File: src/rtl/dema_pkg.sv
// Package for the discrete effects audio mixer.
// Holds the item codes, the rounding modes of the shared multiplier and fixed constants.
// No dependencies.
package dema_pkg;

  localparam int DAC_W     = 8;
  localparam int LINE_W    = 3;
  localparam int NUM_LINES = 8;
  localparam int OUT_W     = 16;
  localparam int LFSR_W    = 17;

  // Sample rate divisor of the jump sweep and its width.
  localparam int DIV_DEN   = 20050;
  localparam int DEN_W     = 15;

  localparam int JUMP_BASE = 240;
  localparam int JUMP_SPAN = 700;
  localparam int OUT_GAIN  = 12000;
  localparam int OUT_MAX   = 32767;
  localparam int OUT_MIN   = -32768;

  localparam logic OP_TICK  = 1'b0;
  localparam logic OP_WRITE = 1'b1;

  // How the shared multiplier drops the fraction bits.
  typedef enum logic [1:0] {
    RM_NEAREST = 2'd0,
    RM_CEIL    = 2'd1,
    RM_TRUNC   = 2'd2
  } rnd_mode_t;

endpackage

File: src/rtl/dema_in_if.sv
// Input channel of the mixer: effect-line writes and sample ticks.
// Depends on dema_pkg.
interface dema_in_if;
  import dema_pkg::*;
  logic              valid;
  logic              ready;
  logic              op;
  logic [DAC_W-1:0]  dac_sample;
  logic              sample_present;
  logic [LINE_W-1:0] line_index;
  logic              line_level;

  modport source (output valid, op, dac_sample, sample_present, line_index, line_level,
                  input ready);
  modport sink   (input valid, op, dac_sample, sample_present, line_index, line_level,
                  output ready);
endinterface

File: src/rtl/dema_out_if.sv
// Result channel of the mixer: one signed audio sample per transfer.
// Depends on dema_pkg.
interface dema_out_if;
  import dema_pkg::*;
  logic                    valid;
  logic                    ready;
  logic signed [OUT_W-1:0] audio_out;

  modport source (output valid, audio_out, input ready);
  modport sink   (input valid, audio_out, output ready);
endinterface

File: src/rtl/dema_mul.sv
// Shared fixed-point multiplier of the mixer with a registered, rescaled result.
// Depends on dema_pkg.
module dema_mul #(
  parameter int FRAC_BITS = 16
) (
  input  logic                           clk,
  input  logic signed [FRAC_BITS+3:0]    a,
  input  logic signed [FRAC_BITS+3:0]    b,
  input  dema_pkg::rnd_mode_t            mode,
  output logic signed [2*FRAC_BITS+7:0]  res
);
  import dema_pkg::*;

  localparam int VW = FRAC_BITS + 4;
  localparam int PW = 2 * VW;
  localparam logic signed [PW-1:0] HALF   = PW'(longint'(1) <<< (FRAC_BITS - 1));
  localparam logic signed [PW-1:0] ONE_M1 = PW'((longint'(1) <<< FRAC_BITS) - 1);

  logic signed [PW-1:0] prod;
  logic signed [PW-1:0] bias;
  logic signed [PW-1:0] res_r;

  always_comb begin
    prod = PW'(a) * PW'(b);
    unique case (mode)
      RM_NEAREST: bias = HALF;
      RM_CEIL:    bias = ONE_M1;
      RM_TRUNC:   bias = prod[PW-1] ? ONE_M1 : '0;
      default:    bias = HALF;
    endcase
  end

  // The shift is arithmetic, so nearest and ceiling round the same way for both signs.
  always_ff @(posedge clk) begin
    res_r <= (prod + bias) >>> FRAC_BITS;
  end

  assign res = res_r;
endmodule

File: src/rtl/dema_div.sv
// Divider by the sample rate constant for the jump sweep, done as a reciprocal multiply
// in two partial products, low half then high half. Depends on dema_pkg.
module dema_div #(
  parameter int FRAC_BITS = 16
) (
  input  logic                 clk,
  input  logic                 rst_n,
  input  logic                 start,
  input  logic [FRAC_BITS+9:0] num,
  output logic                 done,
  output logic [FRAC_BITS-1:0] quo
);
  import dema_pkg::*;

  localparam int NB = FRAC_BITS + 10;
  // With a shift of NB+DEN_W bits the rounded-up reciprocal is exact for every NB-bit numerator.
  localparam int SH = NB + DEN_W;
  localparam int MW = NB + 1;
  localparam int HW = (MW + 1) / 2;
  localparam int AW = SH + FRAC_BITS;
  localparam longint RECIP_L = ((longint'(1) <<< SH) + DIV_DEN - 1) / DIV_DEN;
  localparam logic [MW-1:0] RECIP = MW'(RECIP_L);
  localparam logic [HW-1:0] R_LO  = RECIP[HW-1:0];
  localparam logic [HW-1:0] R_HI  = HW'(RECIP[MW-1:HW]);

  logic [NB-1:0]    num_r;
  logic [AW-1:0]    acc_r;
  logic             hi_r;
  logic             busy_r;
  logic             done_r;
  logic [NB+HW-1:0] part;

  always_comb begin
    part = (NB + HW)'(num_r) * (NB + HW)'(hi_r ? R_HI : R_LO);
  end

  always_ff @(posedge clk) begin
    if (!rst_n) begin
      busy_r <= 1'b0;
      hi_r   <= 1'b0;
      done_r <= 1'b0;
    end else begin
      done_r <= 1'b0;
      if (start) begin
        busy_r <= 1'b1;
        hi_r   <= 1'b0;
      end else if (busy_r) begin
        if (hi_r) begin
          busy_r <= 1'b0;
          hi_r   <= 1'b0;
          done_r <= 1'b1;
        end else begin
          hi_r <= 1'b1;
        end
      end
    end
  end

  // The low half of the reciprocal goes first, the high half is added shifted.
  always_ff @(posedge clk) begin
    if (start) begin
      num_r <= num;
      acc_r <= '0;
    end else if (busy_r) begin
      if (hi_r) acc_r <= acc_r + (AW'(part) << HW);
      else      acc_r <= AW'(part);
    end
  end

  assign done = done_r;
  assign quo  = acc_r[SH +: FRAC_BITS];
endmodule

File: src/rtl/discrete_effects_audio_mixer.sv
// Top level of the discrete effects audio mixer: sequencer, state and output register.
// Depends on dema_pkg, dema_in_if, dema_out_if, dema_mul and dema_div.
//
//   port    | dir | transfer carries
//   --------+-----+-------------------------------------------------------------
//   in_ch   | in  | op, dac_sample, sample_present, line_index, line_level
//   out_ch  | out | audio_out, one per sample tick, none per line write
//
// A line write is finished in the cycle it is accepted. A tick runs its multiplies one at
// a time on the shared multiplier, each through S_MUL then S_WB (three always, four per
// active footstep or stomp envelope, two for the jump), with a pass through S_DIV for the
// reciprocal jump divider when the jump sounds.
// Reset is synchronous and restores all effect state at once.
// The input is ready only while the sequencer is idle; a held result waits in the
// output register and stalls the sequencer only when the next one is finished.
module discrete_effects_audio_mixer #(
  parameter int FRAC_BITS = 16
) (
  input  logic        clk,
  input  logic        rst_n,
  dema_in_if.sink     in_ch,
  dema_out_if.source  out_ch
);
  import dema_pkg::*;

  localparam int F  = FRAC_BITS;
  localparam int VW = F + 4;
  localparam int PW = 2 * VW;
  localparam int NB = F + 10;
  localparam int EW = F + 1;
  localparam int LW = F + 2;

  localparam longint ONE_L    = longint'(1) <<< F;
  localparam longint K_DC_L   = (63 * ONE_L + 5000) / 10000;
  localparam longint K_GAIN_L = (17 * ONE_L + 5) / 10;
  localparam longint K_WLP_L  = (ONE_L + 2) / 4;
  localparam longint K_SLP_L  = (ONE_L + 10) / 20;
  localparam longint K_THR_L  = (2 * ONE_L + 500) / 1000;
  localparam longint K_WG_L   = (ONE_L + 2) / 5;
  localparam longint K_JG_L   = (22 * ONE_L + 50) / 100;
  localparam longint K_SG_L   = (ONE_L + 1) / 2;
  localparam longint K_WDEC_L = (60 * ONE_L + 10025) / 20050;
  localparam longint K_JDEC_L = (9 * ONE_L + 10025) / 20050;
  localparam longint K_SDEC_L = (5 * ONE_L + 10025) / 20050;

  localparam logic signed [VW-1:0] ONE_V   = VW'(ONE_L);
  localparam logic signed [VW-1:0] K_DC    = VW'(K_DC_L);
  localparam logic signed [VW-1:0] K_GAIN  = VW'(K_GAIN_L);
  localparam logic signed [VW-1:0] K_WLP   = VW'(K_WLP_L);
  localparam logic signed [VW-1:0] K_SLP   = VW'(K_SLP_L);
  localparam logic signed [VW-1:0] K_WG    = VW'(K_WG_L);
  localparam logic signed [VW-1:0] K_JG    = VW'(K_JG_L);
  localparam logic signed [VW-1:0] K_SG    = VW'(K_SG_L);
  localparam logic signed [VW-1:0] K_WDEC  = VW'(K_WDEC_L);
  localparam logic signed [VW-1:0] K_JDEC  = VW'(K_JDEC_L);
  localparam logic signed [VW-1:0] K_SDEC  = VW'(K_SDEC_L);
  localparam logic signed [VW-1:0] K_OUTG  = VW'(OUT_GAIN);
  localparam logic [EW-1:0]        ENV_ONE = EW'(ONE_L);
  localparam logic [EW-1:0]        K_THR   = EW'(K_THR_L);
  localparam logic [NB-1:0]        N_BASE  = NB'(JUMP_BASE * ONE_L + DIV_DEN / 2);
  localparam logic signed [PW-1:0] SAT_HI  = PW'(OUT_MAX);
  localparam logic signed [PW-1:0] SAT_LO  = PW'(OUT_MIN);

  typedef enum logic [3:0] {
    S_IDLE = 4'b0001,
    S_MUL  = 4'b0010,
    S_WB   = 4'b0100,
    S_DIV  = 4'b1000
  } fsm_t;

  typedef enum logic [3:0] {
    ST_DC, ST_GAIN, ST_WLP, ST_WENV, ST_WGAIN, ST_WDEC, ST_JDIV, ST_JSQ,
    ST_JDEC, ST_SLP, ST_SENV, ST_SGAIN, ST_SDEC, ST_OUT
  } step_t;

  fsm_t  state_r, state_nxt;
  step_t step_r, step_nxt, step_after;

  logic                    w_en_r, w_en_nxt, j_en_r, j_en_nxt, s_en_r, s_en_nxt;
  logic [NUM_LINES-1:0]    lines_r, lines_nxt, lines_wr, rising;
  logic signed [LW-1:0]    dc_r, dc_nxt, lp_r, lp_nxt, t_r, t_nxt;
  logic [EW-1:0]           we_r, we_nxt, je_r, je_nxt, se_r, se_nxt;
  logic [F-1:0]            phase_r, phase_nxt;
  logic [LFSR_W-1:0]       lfsr_r, lfsr_nxt;
  logic [F:0]              raw_r, raw_nxt;
  logic signed [VW-1:0]    acc_r, acc_nxt;
  logic                    out_valid_r, out_valid_nxt;
  logic signed [OUT_W-1:0] out_data_r, out_data_nxt;

  logic signed [VW-1:0]    mul_a, mul_b, res_v, diff_raw, n_v, lp_v;
  logic signed [VW-1:0]    we_v, je_v, se_v, dec_rem;
  rnd_mode_t               mul_mode;
  logic signed [PW-1:0]    mul_res;
  logic                    div_start, div_done;
  logic [NB-1:0]           div_num;
  logic [F-1:0]            div_quo;
  logic                    accept;
  logic [DAC_W-1:0]        byte_v;

  dema_mul #(.FRAC_BITS(FRAC_BITS)) u_mul (
    .clk  (clk),
    .a    (mul_a),
    .b    (mul_b),
    .mode (mul_mode),
    .res  (mul_res)
  );

  dema_div #(.FRAC_BITS(FRAC_BITS)) u_div (
    .clk   (clk),
    .rst_n (rst_n),
    .start (div_start),
    .num   (div_num),
    .done  (div_done),
    .quo   (div_quo)
  );

  assign in_ch.ready      = (state_r == S_IDLE);
  assign accept           = in_ch.valid && in_ch.ready;
  assign out_ch.valid     = out_valid_r;
  assign out_ch.audio_out = out_data_r;

  // Shared operand views.
  always_comb begin
    diff_raw = VW'(signed'({1'b0, raw_r})) - VW'(dc_r);
    n_v      = lfsr_r[0] ? ONE_V : -ONE_V;
    lp_v     = VW'(lp_r);
    we_v     = VW'(signed'({1'b0, we_r}));
    je_v     = VW'(signed'({1'b0, je_r}));
    se_v     = VW'(signed'({1'b0, se_r}));
    res_v    = mul_res[VW-1:0];
    div_num  = N_BASE + NB'(je_r) * NB'(JUMP_SPAN);
  end

  always_comb begin
    mul_a    = diff_raw;
    mul_b    = K_DC;
    mul_mode = RM_NEAREST;
    unique case (step_r)
      ST_DC:    begin mul_a = diff_raw; mul_b = K_DC; end
      ST_GAIN:  begin mul_a = diff_raw; mul_b = K_GAIN; end
      ST_WLP:   begin mul_a = n_v - lp_v; mul_b = K_WLP; end
      ST_WENV:  begin mul_a = lp_v; mul_b = we_v; end
      ST_WGAIN: begin mul_a = VW'(t_r); mul_b = K_WG; end
      ST_WDEC:  begin mul_a = we_v; mul_b = K_WDEC; mul_mode = RM_CEIL; end
      ST_JDIV:  begin mul_a = je_v; mul_b = K_JDEC; end
      ST_JSQ:   begin mul_a = phase_r[F-1] ? -K_JG : K_JG; mul_b = je_v; end
      ST_JDEC:  begin mul_a = je_v; mul_b = K_JDEC; mul_mode = RM_CEIL; end
      ST_SLP:   begin mul_a = n_v - lp_v; mul_b = K_SLP; end
      ST_SENV:  begin mul_a = lp_v; mul_b = se_v; end
      ST_SGAIN: begin mul_a = VW'(t_r); mul_b = K_SG; end
      ST_SDEC:  begin mul_a = se_v; mul_b = K_SDEC; mul_mode = RM_CEIL; end
      ST_OUT:   begin mul_a = acc_r; mul_b = K_OUTG; mul_mode = RM_TRUNC; end
      default:  begin mul_a = diff_raw; mul_b = K_DC; end
    endcase
  end

  // Next step of the program, skipping silent envelopes.
  always_comb begin
    unique case (step_r)
      ST_DC:    step_after = ST_GAIN;
      ST_GAIN:  step_after = w_en_r ? ST_WLP : j_en_r ? ST_JDIV : s_en_r ? ST_SLP : ST_OUT;
      ST_WLP:   step_after = ST_WENV;
      ST_WENV:  step_after = ST_WGAIN;
      ST_WGAIN: step_after = ST_WDEC;
      ST_WDEC:  step_after = j_en_r ? ST_JDIV : s_en_r ? ST_SLP : ST_OUT;
      ST_JDIV:  step_after = ST_JSQ;
      ST_JSQ:   step_after = ST_JDEC;
      ST_JDEC:  step_after = s_en_r ? ST_SLP : ST_OUT;
      ST_SLP:   step_after = ST_SENV;
      ST_SENV:  step_after = ST_SGAIN;
      ST_SGAIN: step_after = ST_SDEC;
      ST_SDEC:  step_after = ST_OUT;
      ST_OUT:   step_after = ST_OUT;
      default:  step_after = ST_OUT;
    endcase
  end

  always_comb begin
    byte_v   = in_ch.sample_present ? in_ch.dac_sample : DAC_W'(128);
    lines_wr = lines_r;
    lines_wr[in_ch.line_index] = in_ch.line_level;
    rising   = lines_wr & ~lines_r;
  end

  always_comb begin
    state_nxt     = state_r;
    step_nxt      = step_r;
    w_en_nxt      = w_en_r;
    j_en_nxt      = j_en_r;
    s_en_nxt      = s_en_r;
    lines_nxt     = lines_r;
    dc_nxt        = dc_r;
    lp_nxt        = lp_r;
    t_nxt         = t_r;
    we_nxt        = we_r;
    je_nxt        = je_r;
    se_nxt        = se_r;
    phase_nxt     = phase_r;
    lfsr_nxt      = lfsr_r;
    raw_nxt       = raw_r;
    acc_nxt       = acc_r;
    out_valid_nxt = out_valid_r;
    out_data_nxt  = out_data_r;
    div_start     = 1'b0;
    dec_rem       = '0;

    if (out_valid_r && out_ch.ready) begin
      out_valid_nxt = 1'b0;
    end

    unique case (state_r)
      S_IDLE: begin
        if (accept) begin
          if (in_ch.op == OP_WRITE) begin
            lines_nxt = lines_wr;
            if (rising[0]) we_nxt = ENV_ONE;
            if (rising[1]) begin
              je_nxt    = ENV_ONE;
              phase_nxt = '0;
            end
            if (rising[2]) se_nxt = ENV_ONE;
          end else begin
            raw_nxt   = {byte_v, (F - 7)'(0)};
            lfsr_nxt  = {lfsr_r[0] ^ lfsr_r[3], lfsr_r[LFSR_W-1:1]};
            w_en_nxt  = (we_r > K_THR);
            j_en_nxt  = (je_r > K_THR);
            s_en_nxt  = (se_r > K_THR);
            step_nxt  = ST_DC;
            state_nxt = S_MUL;
          end
        end
      end
      S_MUL: begin
        state_nxt = S_WB;
      end
      S_WB: begin
        unique case (step_r)
          ST_DC:                        dc_nxt  = dc_r + LW'(res_v);
          ST_GAIN:                      acc_nxt = res_v;
          ST_WLP, ST_SLP:               lp_nxt  = lp_r + LW'(res_v);
          ST_WENV, ST_SENV:             t_nxt   = LW'(res_v);
          ST_WGAIN, ST_JSQ, ST_SGAIN:   acc_nxt = acc_r + res_v;
          ST_WDEC: begin
            dec_rem = we_v - res_v;
            we_nxt  = dec_rem[VW-1] ? '0 : dec_rem[EW-1:0];
          end
          ST_JDEC: begin
            dec_rem = je_v - res_v;
            je_nxt  = dec_rem[VW-1] ? '0 : dec_rem[EW-1:0];
          end
          ST_SDEC: begin
            dec_rem = se_v - res_v;
            se_nxt  = dec_rem[VW-1] ? '0 : dec_rem[EW-1:0];
          end
          ST_OUT: begin
            if (!out_valid_r || out_ch.ready) begin
              out_valid_nxt = 1'b1;
              if (mul_res > SAT_HI)      out_data_nxt = OUT_W'(OUT_MAX);
              else if (mul_res < SAT_LO) out_data_nxt = OUT_W'(OUT_MIN);
              else                       out_data_nxt = mul_res[OUT_W-1:0];
            end
          end
          default: ;
        endcase

        if (step_r == ST_OUT) begin
          if (!out_valid_r || out_ch.ready) state_nxt = S_IDLE;
        end else begin
          step_nxt = step_after;
          if (step_after == ST_JDIV) begin
            div_start = 1'b1;
            state_nxt = S_DIV;
          end else begin
            state_nxt = S_MUL;
          end
        end
      end
      S_DIV: begin
        if (div_done) begin
          phase_nxt = phase_r + div_quo;
          step_nxt  = step_after;
          state_nxt = S_MUL;
        end
      end
      default: state_nxt = S_IDLE;
    endcase
  end

  always_ff @(posedge clk) begin
    if (!rst_n) begin
      state_r     <= S_IDLE;
      step_r      <= ST_DC;
      w_en_r      <= 1'b0;
      j_en_r      <= 1'b0;
      s_en_r      <= 1'b0;
      lines_r     <= '0;
      dc_r        <= LW'(ONE_L);
      lp_r        <= '0;
      we_r        <= '0;
      je_r        <= '0;
      se_r        <= '0;
      phase_r     <= '0;
      lfsr_r      <= LFSR_W'(1);
      out_valid_r <= 1'b0;
    end else begin
      state_r     <= state_nxt;
      step_r      <= step_nxt;
      w_en_r      <= w_en_nxt;
      j_en_r      <= j_en_nxt;
      s_en_r      <= s_en_nxt;
      lines_r     <= lines_nxt;
      dc_r        <= dc_nxt;
      lp_r        <= lp_nxt;
      we_r        <= we_nxt;
      je_r        <= je_nxt;
      se_r        <= se_nxt;
      phase_r     <= phase_nxt;
      lfsr_r      <= lfsr_nxt;
      out_valid_r <= out_valid_nxt;
    end
  end

  always_ff @(posedge clk) begin
    t_r        <= t_nxt;
    raw_r      <= raw_nxt;
    acc_r      <= acc_nxt;
    out_data_r <= out_data_nxt;
  end

  // A new result only appears from the final step of a tick.
  a_out_from_final: assert property (@(posedge clk) disable iff (!rst_n)
    $rose(out_valid_r) |-> $past(state_r == S_WB && step_r == ST_OUT))
    else $error("result raised outside the final step");

  // A line write finishes in the cycle it is accepted.
  a_write_one_cycle: assert property (@(posedge clk) disable iff (!rst_n)
    (accept && in_ch.op == OP_WRITE) |=> (state_r == S_IDLE))
    else $error("line write left the sequencer busy");

  // Envelopes never climb above full scale.
  a_env_bound: assert property (@(posedge clk) disable iff (!rst_n)
    (we_r <= ENV_ONE) && (je_r <= ENV_ONE) && (se_r <= ENV_ONE))
    else $error("envelope above full scale");

  // The noise register can never lock up at zero.
  a_lfsr_alive: assert property (@(posedge clk) disable iff (!rst_n)
    lfsr_r != '0)
    else $error("noise register reached zero");
endmodule
File: src/flat_wrapper.sv
// flat-port wrapper written by rule: the top's interface ports become plain ports
module discrete_effects_audio_mixer_flat import dema_pkg::*;
#(
  parameter int FRAC_BITS = 16
)
  (clk, rst_n, in_ch_valid, in_ch_op, in_ch_dac_sample, in_ch_sample_present, in_ch_line_index, in_ch_line_level, in_ch_ready, out_ch_valid, out_ch_audio_out, out_ch_ready);
  dema_in_if in_ch_i ();
  dema_out_if out_ch_i ();
  input  logic clk;
  input  logic rst_n;
  input wire logic [$bits(in_ch_i.valid)-1:0] in_ch_valid;
  input wire logic [$bits(in_ch_i.op)-1:0] in_ch_op;
  input wire logic [$bits(in_ch_i.dac_sample)-1:0] in_ch_dac_sample;
  input wire logic [$bits(in_ch_i.sample_present)-1:0] in_ch_sample_present;
  input wire logic [$bits(in_ch_i.line_index)-1:0] in_ch_line_index;
  input wire logic [$bits(in_ch_i.line_level)-1:0] in_ch_line_level;
  output wire logic [$bits(in_ch_i.ready)-1:0] in_ch_ready;
  output wire logic [$bits(out_ch_i.valid)-1:0] out_ch_valid;
  output wire logic [$bits(out_ch_i.audio_out)-1:0] out_ch_audio_out;
  input wire logic [$bits(out_ch_i.ready)-1:0] out_ch_ready;
  assign in_ch_i.valid = in_ch_valid;
  assign in_ch_i.op = in_ch_op;
  assign in_ch_i.dac_sample = in_ch_dac_sample;
  assign in_ch_i.sample_present = in_ch_sample_present;
  assign in_ch_i.line_index = in_ch_line_index;
  assign in_ch_i.line_level = in_ch_line_level;
  assign in_ch_ready = in_ch_i.ready;
  assign out_ch_valid = out_ch_i.valid;
  assign out_ch_audio_out = out_ch_i.audio_out;
  assign out_ch_i.ready = out_ch_ready;
  discrete_effects_audio_mixer #(.FRAC_BITS(FRAC_BITS)) u_core (.clk(clk), .rst_n(rst_n), .in_ch(in_ch_i), .out_ch(out_ch_i));
endmodule
File: config.mk
export PLATFORM = sky130hd
export DESIGN_NAME = discrete_effects_audio_mixer_flat
export DESIGN_NICKNAME = d
export VERILOG_FILES = /design/src/rtl/dema_pkg.sv /design/src/rtl/dema_in_if.sv /design/src/rtl/dema_out_if.sv /design/src/rtl/dema_mul.sv /design/src/rtl/dema_div.sv /design/src/rtl/discrete_effects_audio_mixer.sv /design/src/flat_wrapper.sv
export SDC_FILE = /design/constraint.sdc
export NUM_CORES = 2
export LEC_CHECK = 0
export BUFFER_PORTS_ARGS = -buffer_cell sky130_fd_sc_hd__buf_2
export CAP_MARGIN = 0
export CORE_AREA = 4 4 360 362
export CTS_CLUSTER_SIZE = 24
export DETAILED_ROUTE_END_ITERATION = 8
export DIE_AREA = 0 0 364 366
export PLACE_DENSITY = 0.53
export SKIP_CTS_REPAIR_TIMING = 1
export SKIP_LAST_GASP = 1
export SYNTH_ARGS = -nofsm -noshare
export SYNTH_HDL_FRONTEND = slang
export SYNTH_SLANG_ARGS = --single-unit
export TNS_END_PERCENT = 10
File: constraint.sdc
create_clock -name clk -period 18 [get_ports clk]
set_input_delay 0.9 -clock clk [delete_from_list [all_inputs] [get_ports clk]]
set_output_delay 0.9 -clock clk [all_outputs]
set_load 0.02 [all_outputs]
== Yosys cells after proc, flatten, opt, wreduce, memory -nomap -nowiden ==
Index checks and enable logic that the tools add are counted.

* $add $sub $neg: 12
* Magnitude comparators: 7
* Muxes and demuxes: 64
* Reduce and logical (&&, ||, !) cells: 31
* Multipliers: 3
* Bitwise gates (word level): 6
* Equal/unequal tests: 32

{| class="wikitable"
|+ Operators with widths
! operator !! count
|-
| 2-to-1 mux 17 bit || 15
|-
| case mux 17 bit (12 select lines) || 1
|-
| case mux 20 bit (8 select lines) || 1
|-
| case mux 17 bit (2 select lines) || 3
|-
| 2-to-1 mux 16 bit || 6
|-
| case mux 16 bit (2 select lines) || 2
|-
| subtractor 18 x 20 -> 20 bit || 3
|-
| adder 57 x 54 -> 57 bit || 1
|-
| 2-to-1 mux 57 bit || 1
|-
| greater-than comparator 17 x 8 -> 1 bit, second input constant || 3
|-
| 2-to-1 mux 4 bit || 12
|-
| case mux 4 bit (12 select lines) || 1
|-
| multiplier 26 x 40 -> 40 bit || 1
|-
| 2-to-1 mux 20 bit || 2
|-
| case mux 20 bit (2 select lines) || 1
|-
| adder 38 x 17 -> 39 bit || 1
|-
| multiplier 20 x 18 -> 38 bit || 1
|-
| adder 18 bit || 2
|-
| equality test 4 bit, second input constant || 7
|-
| adder 24 x 26 -> 26 bit, first input constant || 1
|-
| AND reduction 5 bit || 5
|-
| equality test 4 x 3 -> 1 bit, second input constant || 6
|-
| multiplier 17 x 8 -> 24 bit, second input constant || 1
|-
| greater-than comparator 23 x 16 -> 1 bit, second input constant || 1
|-
| 37 further kinds || 77
|}

* Word-level logic and storage cells: 179
* Bits in registers: 311
* Output and inout bits: 18

== Longest topological paths before layout ==
* Depth after elaboration: 10
* Gate-level depth with buffers: 52
* Mapped depth without buffers: 50

== Modules after synthesis ==
A second synthesis with hierarchy kept.

* Cells, all modules: 5856
* Area, all modules: 49288.5 µm²

{| class="wikitable"
|+ Modules (own cells, without submodules)
! module !! area an instance (µm²) !! seq. area each (µm²) !! instances !! cells an instance
|-
| discrete_effects_audio_mixer || 18924.4 || 4564.4 || 1 || 2338
|-
| dema_mul || 17315.4 || 480.5 || 1 || 1954
|-
| dema_div || 13048.8 || 1701.6 || 1 || 1564
|}

== Worst setup path after synthesis ==
Ideal clock, no wire load.

* Path kind: register -> register
* Start point: register u_core.raw_r[9]
* End point: register u_core.u_mul.res_r[20], in the netlist u_core.u_mul.res[20]
* Path slack: 7.071 ns
* Library setup time: 0.129 ns
* Arrival time: 10.800 ns
* Cell stages (with the launch flop): 50
* Path buffers: 3
* Path through: edfxtp_1 > ha_1 > nor4b_1 > a31oi_1 > nor2b_1 > o21a_1 > o21a_1 > o21a_1 > o21ai_0 > nand2b_1 > xor2_1 > nor2_1 > a41oi_1 > clkbuf_1 > nand2_1 > fa_1 > fa_1 > fa_1 > [... 14 more ...] > a211o_2 > nor2_1 > nor2_1 > nor2_1 > ha_1 > a21o_1 > a21o_1 > a21o_1 > a21o_1 > a221o_1 > a221oi_1 > o21ai_2 > nor4b_4 > and3_1 > buf_6 > nand4_4 > nor3_1 > xnor2_1

* Word-level cells in the longest chain between the ends: 6

{| class="wikitable"
|+ Ends and longest elaborated chain
! what !! line !! source
|-
| from (decl) || discrete_effects_audio_mixer.sv:85 || <nowiki>logic [F:0] raw_r, raw_nxt;</nowiki>
|-
| from (signal assigned) || discrete_effects_audio_mixer.sv:325 || <nowiki>raw_r <= raw_nxt;</nowiki>
|-
| subtractor 18 x 18 -> 19 bit (*) || discrete_effects_audio_mixer.sv:124 || <nowiki>diff_raw = VW'(signed'({1'b0, raw_r})) - VW'(dc_r);</nowiki>
|-
| case mux 20 bit (8 select lines) (*) || discrete_effects_audio_mixer.sv:138 || <nowiki>unique case (step_r)</nowiki>
|-
| multiplier 20 x 18 -> 38 bit (*) || dema_mul.sv:24 || <nowiki>prod = PW'(a) * PW'(b);</nowiki>
|-
| 2-to-1 mux 16 bit || dema_mul.sv:28 || <nowiki>RM_TRUNC: bias = prod[PW-1] ? ONE_M1 : '0;</nowiki>
|-
| case mux 16 bit (2 select lines) || dema_mul.sv:25 || <nowiki>unique case (mode)</nowiki>
|-
| adder 38 x 17 -> 39 bit (*) || dema_mul.sv:35 || <nowiki>res_r <= (prod + bias) >>> FRAC_BITS;</nowiki>
|-
| to (signal assigned) || dema_mul.sv:35 ||
|-
| to (decl) || dema_mul.sv:21 || <nowiki>logic signed [PW-1:0] res_r;</nowiki>
|}

Mark *: on every way between the ends. The rest lies on a longest branch, timed or not.
A chain may end at the register's enable or synchronous reset.

== Worst setup path after layout ==
* Start point: register u_core.dc_r[9]
* End point: register u_core.u_mul.res_r[21], in the netlist u_core.u_mul.res[21]

* Word-level cells in the longest chain between the ends: 6

{| class="wikitable"
|+ Ends and longest elaborated chain
! what !! line !! source
|-
| from (decl) || discrete_effects_audio_mixer.sv:81 || <nowiki>logic signed [LW-1:0] dc_r, dc_nxt, lp_r, lp_nxt, t_r, t_nxt;</nowiki>
|-
| from (signal assigned) || discrete_effects_audio_mixer.sv:297 || <nowiki>dc_r <= LW'(ONE_L);</nowiki>
|-
| from (signal assigned) || discrete_effects_audio_mixer.sv:312 || <nowiki>dc_r <= dc_nxt;</nowiki>
|-
| subtractor 18 x 18 -> 19 bit (*) || discrete_effects_audio_mixer.sv:124 ||
|-
| case mux 20 bit (8 select lines) (*) || discrete_effects_audio_mixer.sv:138 ||
|-
| multiplier 20 x 18 -> 38 bit (*) || dema_mul.sv:24 ||
|-
| 2-to-1 mux 16 bit || dema_mul.sv:28 ||
|-
| case mux 16 bit (2 select lines) || dema_mul.sv:25 ||
|-
| adder 38 x 17 -> 39 bit (*) || dema_mul.sv:35 ||
|}

Marked as above.

==> summary.txt <==
Floorplanning
  • Effective utilization at floorplan: between 30% and 40%
  • Die area: 133000 µm²
  • Row Count: 131
  • Die X-Extent: 364 µm
  • Placeable core region: 127000 µm²
  • Number of top-level design ports: 36
  • Die Height: 366 µm

Setup path
  • Crit path launch type: flop
  • Crit path top cell by count: sky130_fd_sc_hd__fa_1
  • Data required, critical path: 18.53 ns
  • Slowest CP cell: sky130_fd_sc_hd__nor2_1
  • Worst Path Arrival: about 13 ns
  • Max FO, Critical Path: 14
  • CP Class: flop to flop
  • Worst path max stage delay: 0.76 ns
  • Crit path capture type: flop

Synth
  • Distinct cell type count of the synthesized netlist: 105
  • Area leader, netlist: sky130_fd_sc_hd__fa_1
  • Number of instances in the synthesized netlist: 5157
  • Leading cell types by total area after synthesis: sky130_fd_sc_hd__fa_1 (25%), sky130_fd_sc_hd__ha_1 (15%), sky130_fd_sc_hd__dfxtp_1 (9.3%), sky130_fd_sc_hd__inv_1 (7.6%), sky130_fd_sc_hd__edfxtp_1 (5.9%)
  • Xor and xnor area share after synthesis: 5.23%
  • Portion of the post-synthesis area used by sequential elements: 15.2%
  • Number of enable-type register cells in the synthesized netlist: between 80 and 90
  • Synth Area in Simple Gates: 14.8%
  • Mux contribution to synthesized area: less than 1%
  • Flop and latch count out of synthesis: 290
  • Combinational family with the most area after synthesis: adder cells
  • Summed instance area of the synthesized netlist: approximately 44000 µm²
  • Total of warnings raised by yosys: 0
  • Compound-Gate Fraction of Synth Area: 15.2%
  • Average cell area after synthesis: 8.51 µm²
  • Synth Area in Adders: approximately 40%
  • Area share of the leading cell type in the synthesized netlist: 24.5%
  • Ys async rst share: 0%
  • Ys flop type: sky130_fd_sc_hd__dfxtp_1

Drt
  • Vias per inst: 5.21
  • Detailed router's first-iteration violation count: around 2500
  • Final routed DRC violation total: 0
  • Detailed-route via count: 35500
  • Drt wl/cell: 19.2 µm
  • Number of nets still failing antenna checks after routing: 0
  • Router iterations before antenna repair: 7
  • Post-Route WL: 131000 µm

STA
  • Minimum clock period: roughly 13 ns
  • Worst clock skew on the final layout: 0.0473 ns
  • Maximum clock rate: 78.1 MHz
  • RSZ-0062 raised after global routing: no
  • Post-route clock period utilization: 71.1%
  • Number of endpoints failing setup at the final stage: 0
  • Hold slack final: 0.449 ns
  • Final number of hold-violating endpoints: 0
  • Fin Setup TNS: 0 ns
  • Measured slew at the worst slew-check pin: 1.20 ns
  • PnR worst setup slack: roughly 5.2 ns
  • Final-report max-slew violation count: 0
  • Remaining max-slew budget at the tightest pin: 19.9%

Flow run
  • Reported max-cap violation count: 0

Global routing
  • Vias in the first global route: 35500
  • Total congestion overflow: 0
  • GRT Total Usage: 19.6%
  • Maximum number of pins on one net before global-route repair: 58
  • Wire length of the first global-routing pass: between 200000 and 250000 µm
  • Number of antenna violations at the first check in global routing: 5

Layout
  • Fraction of final layout cells sized beyond drive strength 1: 4.43%
  • Leading cell type in the layout, fill and taps excluded: sky130_fd_sc_hd__inv_1
  • Sequential cell area: roughly 6700 µm²
  • ANT cells: 0
  • Area grow syn2layout: 7.74%
  • Footprint of the multi-input gates: 33300 µm²
  • Commonest cells after routing, fill and taps aside: sky130_fd_sc_hd__inv_1 (885), sky130_fd_sc_hd__nand2_1 (544), sky130_fd_sc_hd__ha_1 (539)
  • Filler Cell Count: 13100
  • Number of nets in the finished design: 6218

Clock network
  • Clock sink count: 290
  • Clock-pin slew on the worst setup and hold paths: 0.06 ns
  • Cts bufs inserted: 38
  • Maximum root-to-sink buffer count: 3
  • Clock tree from TritonCTS: yes
  • Clock latency reported for the late side of the worst-skew pair: approximately 0.60 ns
  • Maximum level of the CTS H-tree: 2
  • Cell chosen for the clock root: sky130_fd_sc_hd__clkbuf_16

Pwr
  • Reported leakage power: between 20 and 25 nW
  • PwrDens: 144 nW/µm²
  • Worst VDD drop: 0.315 mV

Outcome
  • Result of the run: complete, no violations

Placement
  • Port Buf Inserts: 35
  • Pre-CTS setup slack: roughly 5.3 ns
  • RD Place Congestion: 0.923
  • Post-DP HPWL: 104000 µm

Min path
  • Min-Delay Path Class: flop to flop
logic make-up (layout without fill, tap and decap cells):
group	after synthesis	count (layout)
AND/OR/NAND/NOR	1423	1423
adder cells (fa/ha/maj)	1077	1077
buffers and inverters	1070	1064
AO/OA/AOI/OAI	1016	1016
flip-flops	290	290
XOR/XNOR	262	262
multiplexers	18	18
other	1	2
metal layers:
| metal | wire length [µm] | track usage (%) | up-vias |
|---|---|---|---|
| li1 | - | - | 16900 |
| met2 | 59200 | 31.9 | 979 |
| met3 | 7420 | 2.29 | 211 |
| met4 | 4500 | 5.56 | 0 |
| met1 | 59500 | 27.5 | 17300 |
| met5 | 0 | 0 | - |
registers in the layout, indices dropped and copies added (netlist names), 3 cells and up, named ones only:
register,flops
u_core.acc_r,20
u_core.u_mul.res,23
u_core.lines_r,3
u_core.lfsr_r,17
u_core.state_r,4
u_core.raw_r,8
u_core.step_r,4
u_core.dc_r,18
u_core.we_r,17
u_core.out_ch.audio_out,16
u_core.je_r,17
u_core.u_div.num_r,24
u_core.phase_r,16
u_core.lp_r,18
u_core.se_r,17
u_core.u_div.acc_r,42
u_core.t_r,18
cells in the mapped netlist (all sizes together) (22+ instances only):
master / n
nand3: 72
o21bai: 27
or3: 34
fa: 538
xnor2: 178
a211oi: 31
buf: 22
a22o: 40
nand2: 544
a31oi: 37
nor2: 406
o21a: 59
xor2: 84
dfxtp: 204
clkbuf: 160
nand2b: 53
edfxtp: 86
a22oi: 22
a21o: 81
a21oi: 293
o21ai: 212
nor2b: 66
ha: 539
nor3: 86
and3: 27
nand4: 23
and2: 33
inv: 888
power breakdown:
group	internal [W]	switching, W	leakage (nW)
clock network	0.000444	0.000330	0.589
logic	0.00203	0.00312	20.2
registers	0.000805	0.0000891	2.43
total	0.00328	0.00354	23.2
path summary, 6_finish.rpt:
| kind | depth (start not counted) | endpoint | start | slack [ns] |
|---|---|---|---|---|
| hold reg to reg | 2 | u_core.lfsr_r[11] | u_core.lfsr_r[12] | 0.45 |
| setup / recovery | 46 | u_core.u_mul.res[21] | u_core.dc_r[9] | 5.20 |
| hold / removal | 2 | u_core.lfsr_r[11] | u_core.lfsr_r[12] | 0.45 |
| setup reg to reg | 46 | u_core.u_mul.res[21] | u_core.dc_r[9] | 5.20 |
through the flow:
| stage | std cells | cell area [µm²] | power, W | util [%] |
|---|---|---|---|---|
| floorplan | 5158 | 43900 | 0.00482 | - |
| global placement | 6745 | 46100 | 0.00600 | 36.4 |
| detailed placement | 6745 | 46100 | 0.00601 | 36.4 |
| CTS | 6814 | 47300 | 0.00684 | 37.3 |
| global route | 6814 | 47300 | 0.00749 | 37.3 |
| finish | 6814 | 47300 | 0.00682 | 37.3 |
critical path: cells and delay by family, from the launching register on:
kind                     cells  cell delay [ns]
adder cells (fa/ha/maj)      9             4.06
AND/OR/NAND/NOR             17             4.05
AO/OA/AOI/OAI               15             3.62
buffers and inverters        4             0.47
flip-flops                   1             0.36
XOR/XNOR                     1             0.15
cell type report:
class	instances	area share [%]
Tap cell	1662	4.40
Clock buffer	56	2.26
Clock inverter	13	0.307
Timing Repair Buffer	107	1.51
Sequential cell	290	14.1
Inverter	888	7.05
Multi-Input combinational cell	3798	70.4
(Power assumes the default switching activity.)
